==> src/hdl/umds_pkg.sv <==
// Shared types and constants for the USB mass-storage descriptor scanner.
// Used by umds_cfg, umds_walker and usb_msc_descriptor_scanner; no dependencies.
package umds_pkg;

    localparam int BYTE_W     = 8;
    localparam int FIELD_N    = 6;
    localparam int FIELD_IDX_W = 3;
    localparam int OUT_TDATA_W = 56;

    // Configuration register indexes.
    localparam logic [1:0] CFG_CLASS    = 2'd0;
    localparam logic [1:0] CFG_SUBCLASS = 2'd1;
    localparam logic [1:0] CFG_PROTOCOL = 2'd2;

    localparam logic [7:0] RST_CLASS    = 8'h08;
    localparam logic [7:0] RST_SUBCLASS = 8'h06;
    localparam logic [7:0] RST_PROTOCOL = 8'h50;

    localparam logic [7:0] DESC_INTERFACE = 8'h04;
    localparam logic [7:0] DESC_ENDPOINT  = 8'h05;
    localparam logic [7:0] IFACE_MIN_LEN  = 8'd9;
    localparam logic [7:0] EP_MIN_LEN     = 8'd7;
    localparam logic [1:0] XFER_BULK      = 2'b10;
    localparam int         EP_DIR_BIT     = 7;

    typedef enum logic [1:0] {
        PH_SEARCH    = 2'd0,
        PH_SCAN      = 2'd1,
        PH_END_MATCH = 2'd2,
        PH_END_NONE  = 2'd3
    } t_phase;

    typedef enum logic [1:0] {
        ST_FOUND    = 2'd0,
        ST_NO_IFACE = 2'd1,
        ST_NO_EP    = 2'd2
    } t_status;

    typedef struct packed {
        logic [7:0] cls;
        logic [7:0] subcls;
        logic [7:0] proto;
    } t_match;

    typedef struct packed {
        logic [15:0] out_mps;
        logic [15:0] in_mps;
        logic [3:0]  out_ep;
        logic [3:0]  in_ep;
        logic [7:0]  iface;
        t_status     status;
    } t_result;

endpackage

==> src/hdl/umds_cfg.sv <==
// Match-code registers for the descriptor scanner, written through the config channel.
// Depends on umds_pkg.
module umds_cfg import umds_pkg::*; (
    input  logic        i_clk,
    input  logic        i_rst_n,
    input  logic        i_cfg_valid,
    input  logic [1:0]  i_cfg_index,
    input  logic [7:0]  i_cfg_data,
    output t_match      o_match
);

    t_match r_match;

    always_ff @(posedge i_clk) begin
        if (!i_rst_n) begin
            r_match.cls    <= RST_CLASS;
            r_match.subcls <= RST_SUBCLASS;
            r_match.proto  <= RST_PROTOCOL;
        end else if (i_cfg_valid) begin
            case (i_cfg_index)
                CFG_CLASS:    r_match.cls    <= i_cfg_data;
                CFG_SUBCLASS: r_match.subcls <= i_cfg_data;
                CFG_PROTOCOL: r_match.proto  <= i_cfg_data;
                default: ;
            endcase
        end
    end

    assign o_match = r_match;

endmodule

==> src/hdl/umds_walker.sv <==
// Descriptor walk state: length/type tracking, interface match and bulk endpoint capture.
// Depends on umds_pkg.
module umds_walker import umds_pkg::*; (
    input  logic       i_clk,
    input  logic       i_rst_n,
    input  logic       i_valid,
    input  logic [7:0] i_byte,
    input  logic       i_last,
    input  t_match     i_match,
    output t_result    o_result
);

    logic [7:0]  r_pos, n_pos;
    logic [7:0]  r_len, n_len;
    logic [7:0]  r_kind, n_kind;
    t_phase      r_phase, n_phase;
    logic [7:0]  r_iface, n_iface;
    logic [3:0]  r_in_ep, n_in_ep;
    logic [3:0]  r_out_ep, n_out_ep;
    logic [15:0] r_in_mps, n_in_mps;
    logic [15:0] r_out_mps, n_out_mps;
    logic [7:0]  r_field [FIELD_N];

    logic                   field_we;
    logic [FIELD_IDX_W-1:0] field_idx;
    logic                   desc_end;
    logic                   iface_hit;
    logic                   bulk_ep;

    assign field_idx = FIELD_IDX_W'(r_pos - 8'd2);
    assign desc_end  = ({1'b0, r_pos} + 9'd1) >= {1'b0, r_len};
    assign iface_hit = (r_kind == DESC_INTERFACE) && (r_len >= IFACE_MIN_LEN) &&
                       (r_field[3] == i_match.cls) && (r_field[4] == i_match.subcls) &&
                       (r_field[5] == i_match.proto);
    assign bulk_ep   = (r_kind == DESC_ENDPOINT) && (r_len >= EP_MIN_LEN) &&
                       (r_field[1][1:0] == XFER_BULK);

    // Next-state logic: one byte of the walk, then a full clear after the last byte.
    always_comb begin
        n_pos     = r_pos;
        n_len     = r_len;
        n_kind    = r_kind;
        n_phase   = r_phase;
        n_iface   = r_iface;
        n_in_ep   = r_in_ep;
        n_out_ep  = r_out_ep;
        n_in_mps  = r_in_mps;
        n_out_mps = r_out_mps;
        field_we  = 1'b0;
        if (i_valid && (r_phase == PH_SEARCH || r_phase == PH_SCAN)) begin
            if (r_pos == 8'd0) begin
                n_len  = i_byte;
                n_kind = 8'd0;
                if (i_byte == 8'd0) begin
                    n_phase = (r_phase == PH_SCAN) ? PH_END_MATCH : PH_END_NONE;
                end else if (i_byte != 8'd1) begin
                    n_pos = 8'd1;
                end
            end else if (r_pos == 8'd1 && r_phase == PH_SCAN && i_byte == DESC_INTERFACE) begin
                // Any following interface descriptor closes the endpoint scan at once.
                n_kind  = i_byte;
                n_phase = PH_END_MATCH;
            end else begin
                if (r_pos == 8'd1) begin
                    n_kind = i_byte;
                end else if (r_pos <= 8'd7) begin
                    field_we = 1'b1;
                end
                if (desc_end) begin
                    n_pos = 8'd0;
                    // Short descriptors never pass the length checks, so only
                    // field bytes of the current descriptor are looked at here.
                    if (r_phase == PH_SEARCH) begin
                        if (iface_hit) begin
                            n_phase   = PH_SCAN;
                            n_iface   = r_field[0];
                            n_in_ep   = 4'd0;
                            n_out_ep  = 4'd0;
                            n_in_mps  = 16'd0;
                            n_out_mps = 16'd0;
                        end
                    end else if (bulk_ep) begin
                        if (r_field[0][EP_DIR_BIT]) begin
                            n_in_ep  = r_field[0][3:0];
                            n_in_mps = {r_field[3], r_field[2]};
                        end else begin
                            n_out_ep  = r_field[0][3:0];
                            n_out_mps = {r_field[3], r_field[2]};
                        end
                    end
                end else begin
                    n_pos = r_pos + 8'd1;
                end
            end
        end
    end

    // Result of the block, taken from the state after the final byte.
    always_comb begin
        if (n_phase == PH_SCAN || n_phase == PH_END_MATCH) begin
            o_result.status  = (n_in_ep != 4'd0 && n_out_ep != 4'd0) ? ST_FOUND : ST_NO_EP;
            o_result.iface   = n_iface;
            o_result.in_ep   = n_in_ep;
            o_result.out_ep  = n_out_ep;
            o_result.in_mps  = n_in_mps;
            o_result.out_mps = n_out_mps;
        end else begin
            o_result.status  = ST_NO_IFACE;
            o_result.iface   = 8'd0;
            o_result.in_ep   = 4'd0;
            o_result.out_ep  = 4'd0;
            o_result.in_mps  = 16'd0;
            o_result.out_mps = 16'd0;
        end
    end

    always_ff @(posedge i_clk) begin
        if (!i_rst_n || (i_valid && i_last)) begin
            r_pos     <= 8'd0;
            r_len     <= 8'd0;
            r_kind    <= 8'd0;
            r_phase   <= PH_SEARCH;
            r_iface   <= 8'd0;
            r_in_ep   <= 4'd0;
            r_out_ep  <= 4'd0;
            r_in_mps  <= 16'd0;
            r_out_mps <= 16'd0;
        end else begin
            r_pos     <= n_pos;
            r_len     <= n_len;
            r_kind    <= n_kind;
            r_phase   <= n_phase;
            r_iface   <= n_iface;
            r_in_ep   <= n_in_ep;
            r_out_ep  <= n_out_ep;
            r_in_mps  <= n_in_mps;
            r_out_mps <= n_out_mps;
        end
    end

    always_ff @(posedge i_clk) begin
        if (field_we) begin
            r_field[field_idx] <= i_byte;
        end
    end

`ifndef ASSERT_OFF
    a_clear_after_last: assert property (@(posedge i_clk) disable iff (!i_rst_n)
        i_valid && i_last |=> r_phase == PH_SEARCH && r_pos == 8'd0)
        else $error("walk state not cleared after the last item");

    a_pos_in_desc: assert property (@(posedge i_clk) disable iff (!i_rst_n)
        (r_phase == PH_SEARCH || r_phase == PH_SCAN) && r_pos != 8'd0 |-> r_pos < r_len)
        else $error("byte position ran past the descriptor length");

    a_no_ep_while_search: assert property (@(posedge i_clk) disable iff (!i_rst_n)
        r_phase == PH_SEARCH |-> r_in_ep == 4'd0 && r_out_ep == 4'd0)
        else $error("endpoint recorded before an interface matched");
`endif

endmodule

==> src/hdl/usb_msc_descriptor_scanner.sv <==
// Top level of the USB mass-storage descriptor scanner: input register, walker, result register.
// Depends on umds_pkg, umds_cfg and umds_walker.
//
// Usage:
//   s_axis carries the configuration descriptor block, one byte per item, with
//   tlast on the final byte. m_axis gives one result item per block, on the
//   final byte: status, interface number and bulk IN/OUT endpoints with their
//   max packet sizes. The config channel (i_cfg_*) sets the class, subclass and
//   protocol to match; it is always ready; the user must write it only while idle (not enforced).
//   Throughput is one byte per cycle: the input register feeds the walker,
//   whose compare-and-count logic is combinational into the registered walk state.
//   The final byte passes the input register, then the result register (m_axis_tvalid).
//   When m_axis is stalled, non-final bytes keep flowing; a final byte waits in
//   the input register until the result register is free, and s_axis_tready
//   drops only then. Reset clears the walk, the pending items and restores the
//   match codes to mass storage, SCSI transparent, bulk-only transport.
//   After each result the walk starts afresh for the next block.
module usb_msc_descriptor_scanner import umds_pkg::*; (
    input  logic                   i_clk,
    input  logic                   i_rst_n,
    input  logic                   s_axis_tvalid,
    output logic                   s_axis_tready,
    input  logic [7:0]             s_axis_tdata,   // [7:0] desc_byte
    input  logic                   s_axis_tlast,   // is_last
    output logic                   m_axis_tvalid,
    input  logic                   m_axis_tready,
    // [1:0] scan_status, [9:2] iface_number, [13:10] in_endpoint,
    // [17:14] out_endpoint, [33:18] in_max_packet, [49:34] out_max_packet
    output logic [OUT_TDATA_W-1:0] m_axis_tdata,
    input  logic                   i_cfg_valid,
    output logic                   o_cfg_ready,
    input  logic [1:0]             i_cfg_index,
    input  logic [7:0]             i_cfg_data
);

    logic       r_in_valid;
    logic [7:0] r_in_byte;
    logic       r_in_last;
    logic       r_out_valid;
    t_result    r_out;
    t_result    walk_result;
    t_match     match;
    logic       out_free;
    logic       advance;

    assign out_free      = !r_out_valid || m_axis_tready;
    assign advance       = r_in_valid && (!r_in_last || out_free);
    assign s_axis_tready = !r_in_valid || advance;
    assign o_cfg_ready   = 1'b1;

    umds_cfg u_cfg (
        .i_clk       (i_clk),
        .i_rst_n     (i_rst_n),
        .i_cfg_valid (i_cfg_valid),
        .i_cfg_index (i_cfg_index),
        .i_cfg_data  (i_cfg_data),
        .o_match     (match)
    );

    umds_walker u_walker (
        .i_clk    (i_clk),
        .i_rst_n  (i_rst_n),
        .i_valid  (advance),
        .i_byte   (r_in_byte),
        .i_last   (r_in_last),
        .i_match  (match),
        .o_result (walk_result)
    );

    always_ff @(posedge i_clk) begin
        if (!i_rst_n) begin
            r_in_valid <= 1'b0;
        end else if (s_axis_tready) begin
            r_in_valid <= s_axis_tvalid;
        end
    end

    always_ff @(posedge i_clk) begin
        if (s_axis_tready && s_axis_tvalid) begin
            r_in_byte <= s_axis_tdata;
            r_in_last <= s_axis_tlast;
        end
    end

    always_ff @(posedge i_clk) begin
        if (!i_rst_n) begin
            r_out_valid <= 1'b0;
        end else if (advance && r_in_last) begin
            r_out_valid <= 1'b1;
        end else if (m_axis_tready) begin
            r_out_valid <= 1'b0;
        end
    end

    always_ff @(posedge i_clk) begin
        if (advance && r_in_last) begin
            r_out <= walk_result;
        end
    end

    assign m_axis_tvalid = r_out_valid;
    assign m_axis_tdata  = {{(OUT_TDATA_W - $bits(t_result)){1'b0}}, r_out};

`ifndef ASSERT_OFF
    a_no_overwrite: assert property (@(posedge i_clk) disable iff (!i_rst_n)
        r_out_valid && !m_axis_tready |-> !(advance && r_in_last))
        else $error("pending result overwritten");

    a_result_follows_last: assert property (@(posedge i_clk) disable iff (!i_rst_n)
        advance && r_in_last |=> r_out_valid)
        else $error("final item gave no result");

    a_status_legal: assert property (@(posedge i_clk) disable iff (!i_rst_n)
        r_out_valid |-> r_out.status == ST_FOUND || r_out.status == ST_NO_IFACE ||
                        r_out.status == ST_NO_EP)
        else $error("illegal status code in result");
`endif

endmodule
==> config.mk <==
export PLATFORM = sky130hd
export DESIGN_NAME = usb_msc_descriptor_scanner
export DESIGN_NICKNAME = d
export VERILOG_FILES = /design/src/hdl/umds_pkg.sv /design/src/hdl/umds_cfg.sv /design/src/hdl/umds_walker.sv /design/src/hdl/usb_msc_descriptor_scanner.sv
export SDC_FILE = /design/constraint.sdc
export NUM_CORES = 1
export LEC_CHECK = 0
export BUFFER_PORTS_ARGS = -buffer_cell sky130_fd_sc_hd__buf_4
export CORE_MARGIN = 2
export CORE_UTILIZATION = 55
export CTS_BUF_LIST = sky130_fd_sc_hd__clkbuf_8
export DETAILED_ROUTE_END_ITERATION = 10
export PLACE_DENSITY_LB_ADDON = 0.25
export SLEW_MARGIN = 20
export SYNTH_ARGS = -nofsm -noshare
export SYNTH_HDL_FRONTEND = slang
export SYNTH_HIERARCHICAL = 1
export SYNTH_SLANG_ARGS = --single-unit
==> constraint.sdc <==
create_clock -name i_clk -period 3.36 [get_ports i_clk]
set_input_delay 0.672 -clock i_clk [delete_from_list [all_inputs] [get_ports i_clk]]
set_output_delay 0.672 -clock i_clk [all_outputs]
set_load 0.005 [all_outputs]
==> flow_summary_export.csv <==
group,metric,value,unit
hold_path,holdPathEnd,"r_in_byte[0]$_DFFE_PP_",
placed_design,place_inst,956,
grt,grt_pass1_wl,29400,um
logic_synthesis,synth_warnings,6,
power_and_ir_drop,power_density,491,nW/um^2
sta,finalCritPeriodShare,95.6,%
worst_setup_path,reg2reg_from,"u_walker/r_pos[1]$_SDFFE_PP0P_",
power_and_ir_drop,p_total,4.79,mW
sta,slew_viol_final,0,
worst_setup_path,critPathBufInv,3,
die,dieArea,15900,sq um
die,rows,44,
hold_path,hold_class,"input pin to flip-flop",
die,core-area,14500,sq um
die,die_w,126,um
route,drtIter0Drc,733,
placed_design,place.gp.congestion,0.866,
status,status,"complete, no violations",
worst_setup_path,worstSetupEndpointType,"flip-flop",
worst_setup_path,max_stage_delay,0.36,ns
power_and_ir_drop,leakage,3.72,nW
worst_setup_path,crit_family,"compound AO/OA/AOI/OAI gates",
clock_network,cts_num_sinks,201,
clock_network,cts_buffer_depth,3,
layout,antenna_cells,0,
grt,grt.overflow.total,0,
logic_synthesis,syn_area_per_cell,11.7,sq um
worst_setup_path,crit_type,"flip-flop to flip-flop",
logic_synthesis,synth_edf_count,101,
route,vias_per_cell,5.73,
logic_synthesis,async_flop_share,0,%
logic_synthesis,yosys.area.top_type,"edfxtp_1",
logic_synthesis,synthFlopType,"edfxtp_1",
clock_network,insertion_delay,0.51,ns
sta,relSlewSlack,43.2,%
die,ios,83,
die,start_util,56.3,%
route,vias,5859,
grt,antenna_found_initial,0,
sta,min_period,3.21,ns
job,drv_cap,0,
grt,grt_max_degree,51,
clock_network,path_clk_slew,0.06,ns
route,first_pass_iters,7,
die,die_h,126,um
sta,fin_ws,0.149,ns
placed_design,placed_area,9040,sq um
worst_setup_path,worstPathRequired,3.61,ns
clock_network,cts_tree,"yes",
power_and_ir_drop,irDropWorstVdd,0.000302,V
worst_setup_path,crit_top_cell,"ha_1",
worst_setup_path,critPathArrivalTime,3.47,ns
logic_synthesis,synth_top_cell_area_share,37.0,%
route,drc,0,
clock_network,cts_hold_buf,0,
grt,grt_pass1_vias,5810,
logic_synthesis,synth_seq_cells,201,
grt,track_usage,23.3,%
layout,drive_gt1_share,23.5,%
layout,syn_to_final_growth,19.0,%
logic_synthesis,synth_area_leaders,"edfxtp_1 37%, dfxtp_1 24%, nor2_1 5.4%",
sta,worstMarginPinSlew,0.849,ns
clock_network,numCtsBuffers,34,
sta,hold_violations,0,
clock_network,cts_root_buffer,"clkbuf_8",
route,routed_wl,18800,um
worst_setup_path,critPathMaxFanout,12,
sta,whs,0.343,ns
worst_setup_path,crit_slowest_cell,"dfxtp_1",
worst_setup_path,crit_chain,"ha_1 > nand3_1 > or2_2 > xnor2_1 > ha_1 > a21oi_1 > o22ai_1 > a211o_1 > nand2_4 > buf_4 > o211ai_4 > xnor2_4 > buf_12 > buf_6 > nor2_1",
layout,fin_cells,1022,
sta,skew,0.0149,ns
hold_path,min-delay-start,"s_axis_tdata[0]",
sta,finalSetupViolations,0,
sta,max_freq,311,MHz
sta,rsz0062_at_grt,"false",
logic_synthesis,synth.distinct_cells,61,
worst_setup_path,reg2reg_slack,0.15,ns
placed_design,hpwl,12300,um
hold_path,hold_path_depth,1,
layout,final_util,67.0,%
placed_design,dp_worst_setup_slack,0.129,ns
logic_synthesis,syn_area,8190,sq um
worst_setup_path,rr_endpoint,"m_axis_tdata[15]$_DFFE_PP_",
worst_setup_path,rr_worst_depth,15,
layout,final_area,9740,sq um
route,postRouteAntennaNets,0,
logic_synthesis,yosysSeqAreaShare,61.5,%
worst_setup_path,cp-start-kind,"flip-flop",
logic_synthesis,synthCells,700,
layout,final_nets,849,
placed_design,portBuffers,75,
route,wire_per_inst,18.4,um
sta,fin_setup_tns,0,ns
clock_network,h-tree-depth,2,
cells by family (layout without fill, tap and decap cells):
family / after synthesis / after routing / synth area share, %
AO/OA/AOI/OAI: 92 / 92 / 8.22
flip-flops: 201 / 201 / 61.5
other: 2 / 7 / 0.0917
XOR/XNOR: 31 / 31 / 3.55
buffers and inverters: 60 / 192 / 4.20
adder cells (fa/ha/maj): 12 / 12 / 1.83
AND/OR/NAND/NOR: 265 / 266 / 16.1
multiplexers: 37 / 37 / 4.52
final cells by class:
type / instances / area, sq um
clock buffer: 35 / 482
fill: 1107 / 4790
inverter: 18 / 67.6
timing repair buffer: 113 / 928
sequential: 201 / 5040
multi-input combinational: 445 / 2890
tap: 184 / 230
clock inverter: 26 / 106
repair_timing:
action,CTS,global route
gates resized for setup,0,8
setup endpoints to repair,0,56
setup buffers,0,1
state kept, by name (all words and copies together), names as in the netlist:
register,flops
r_in_valid,1
u_walker/r_kind,8
u_walker/r_in_mps,16
u_walker/r_phase,2
r_in_last,1
u_walker/r_field,42
u_walker/r_iface,8
m_axis_tvalid,1
u_cfg/o_match,24
m_axis_tdata,50
r_in_byte,8
u_walker/r_pos,8
u_walker/r_len,8
u_walker/r_in_ep,4
u_walker/r_out_mps,16
u_walker/r_out_ep,4
worst register-to-register path: stages (launching register included):
cell      delay, ns
dfxtp_1        0.36
ha_1           0.18
nand3_1        0.07
or2_2          0.29
xnor2_1        0.19
ha_1           0.29
a21oi_1        0.13
o22ai_1        0.08
a211o_1        0.32
nand2_4        0.15
buf_4          0.19
o211ai_4       0.12
xnor2_4        0.19
buf_12         0.14
buf_6          0.20
nor2_1         0.07
routing by layer:
metal  wire length [um]  GRT usage [%]
met3               1150           4.63
met2               9150           38.4
met4                510           9.31
met5                  0              0
met1               7990           30.4
placed cells by master (no fill, tap or decap), drive strengths merged, types with 6 or more instances in the layout:
cell type / instances
o211ai: 7
nor4: 16
mux2i: 37
dfxtp: 100
nand2: 46
nand4: 6
nand2b: 7
nand3: 20
inv: 39
buf: 111
a22oi: 44
edfxtp: 101
a21oi: 14
clkbuf: 37
xor2: 26
ha: 12
conb: 7
nor2: 136
power by group:
part | total, mW | internal (mW) | switching [mW]
logic | 0.265 | 0.109 | 0.156
clock network | 1.89 | 0.966 | 0.919
registers | 2.64 | 2.61 | 0.0241
cell usage after synthesis (2+ instances only):
cell type / n
a21o_1: 3
o21ai_0: 5
and3b_1: 2
a22oi_1: 44
nor2_1: 118
dfxtp_1: 100
or3_1: 2
or2_2: 2
a211o_1: 2
a21boi_1: 3
buf_6: 9
buf_2: 5
nand4b_1: 4
nand3b_1: 2
xnor2_1: 4
xor2_1: 26
or4_1: 3
clkbuf_1: 16
buf_4: 12
a22o_1: 2
nor4_1: 15
a21oi_1: 13
conb_1: 2
nor2b_1: 2
o31ai_1: 2
edfxtp_1: 101
nand2b_1: 7
nand2_1: 45
inv_1: 18
o21bai_1: 3
ha_1: 12
nand3_1: 20
a2111oi_0: 2
nor3_1: 4
nand4_1: 6
mux2i_1: 37
nor2_2: 18
o211ai_1: 6
worst max path at each step:
stage / endpoint / cells past startpoint / slack [ns] / from
2_1_floorplan: m_axis_tdata[2]$_DFFE_PP_ / 12 / 0.18 / u_walker/r_pos[0]$_SDFFE_PP0P_
3_3_place_gp: m_axis_tdata[49]$_DFFE_PP_ / 12 / 0.02 / u_walker/r_pos[0]$_SDFFE_PP0P_
3_5_place_dp: m_axis_tdata[2]$_DFFE_PP_ / 14 / 0.13 / u_walker/r_pos[0]$_SDFFE_PP0P_
4_1_cts: m_axis_tdata[8]$_DFFE_PP_ / 14 / 0.12 / u_walker/r_pos[0]$_SDFFE_PP0P_
5_1_grt: m_axis_tdata[15]$_DFFE_PP_ / 15 / 0.009 / u_walker/r_pos[1]$_SDFFE_PP0P_
6_report: m_axis_tdata[15]$_DFFE_PP_ / 15 / 0.15 / u_walker/r_pos[1]$_SDFFE_PP0P_
Power figures use the tool's default switching activity.
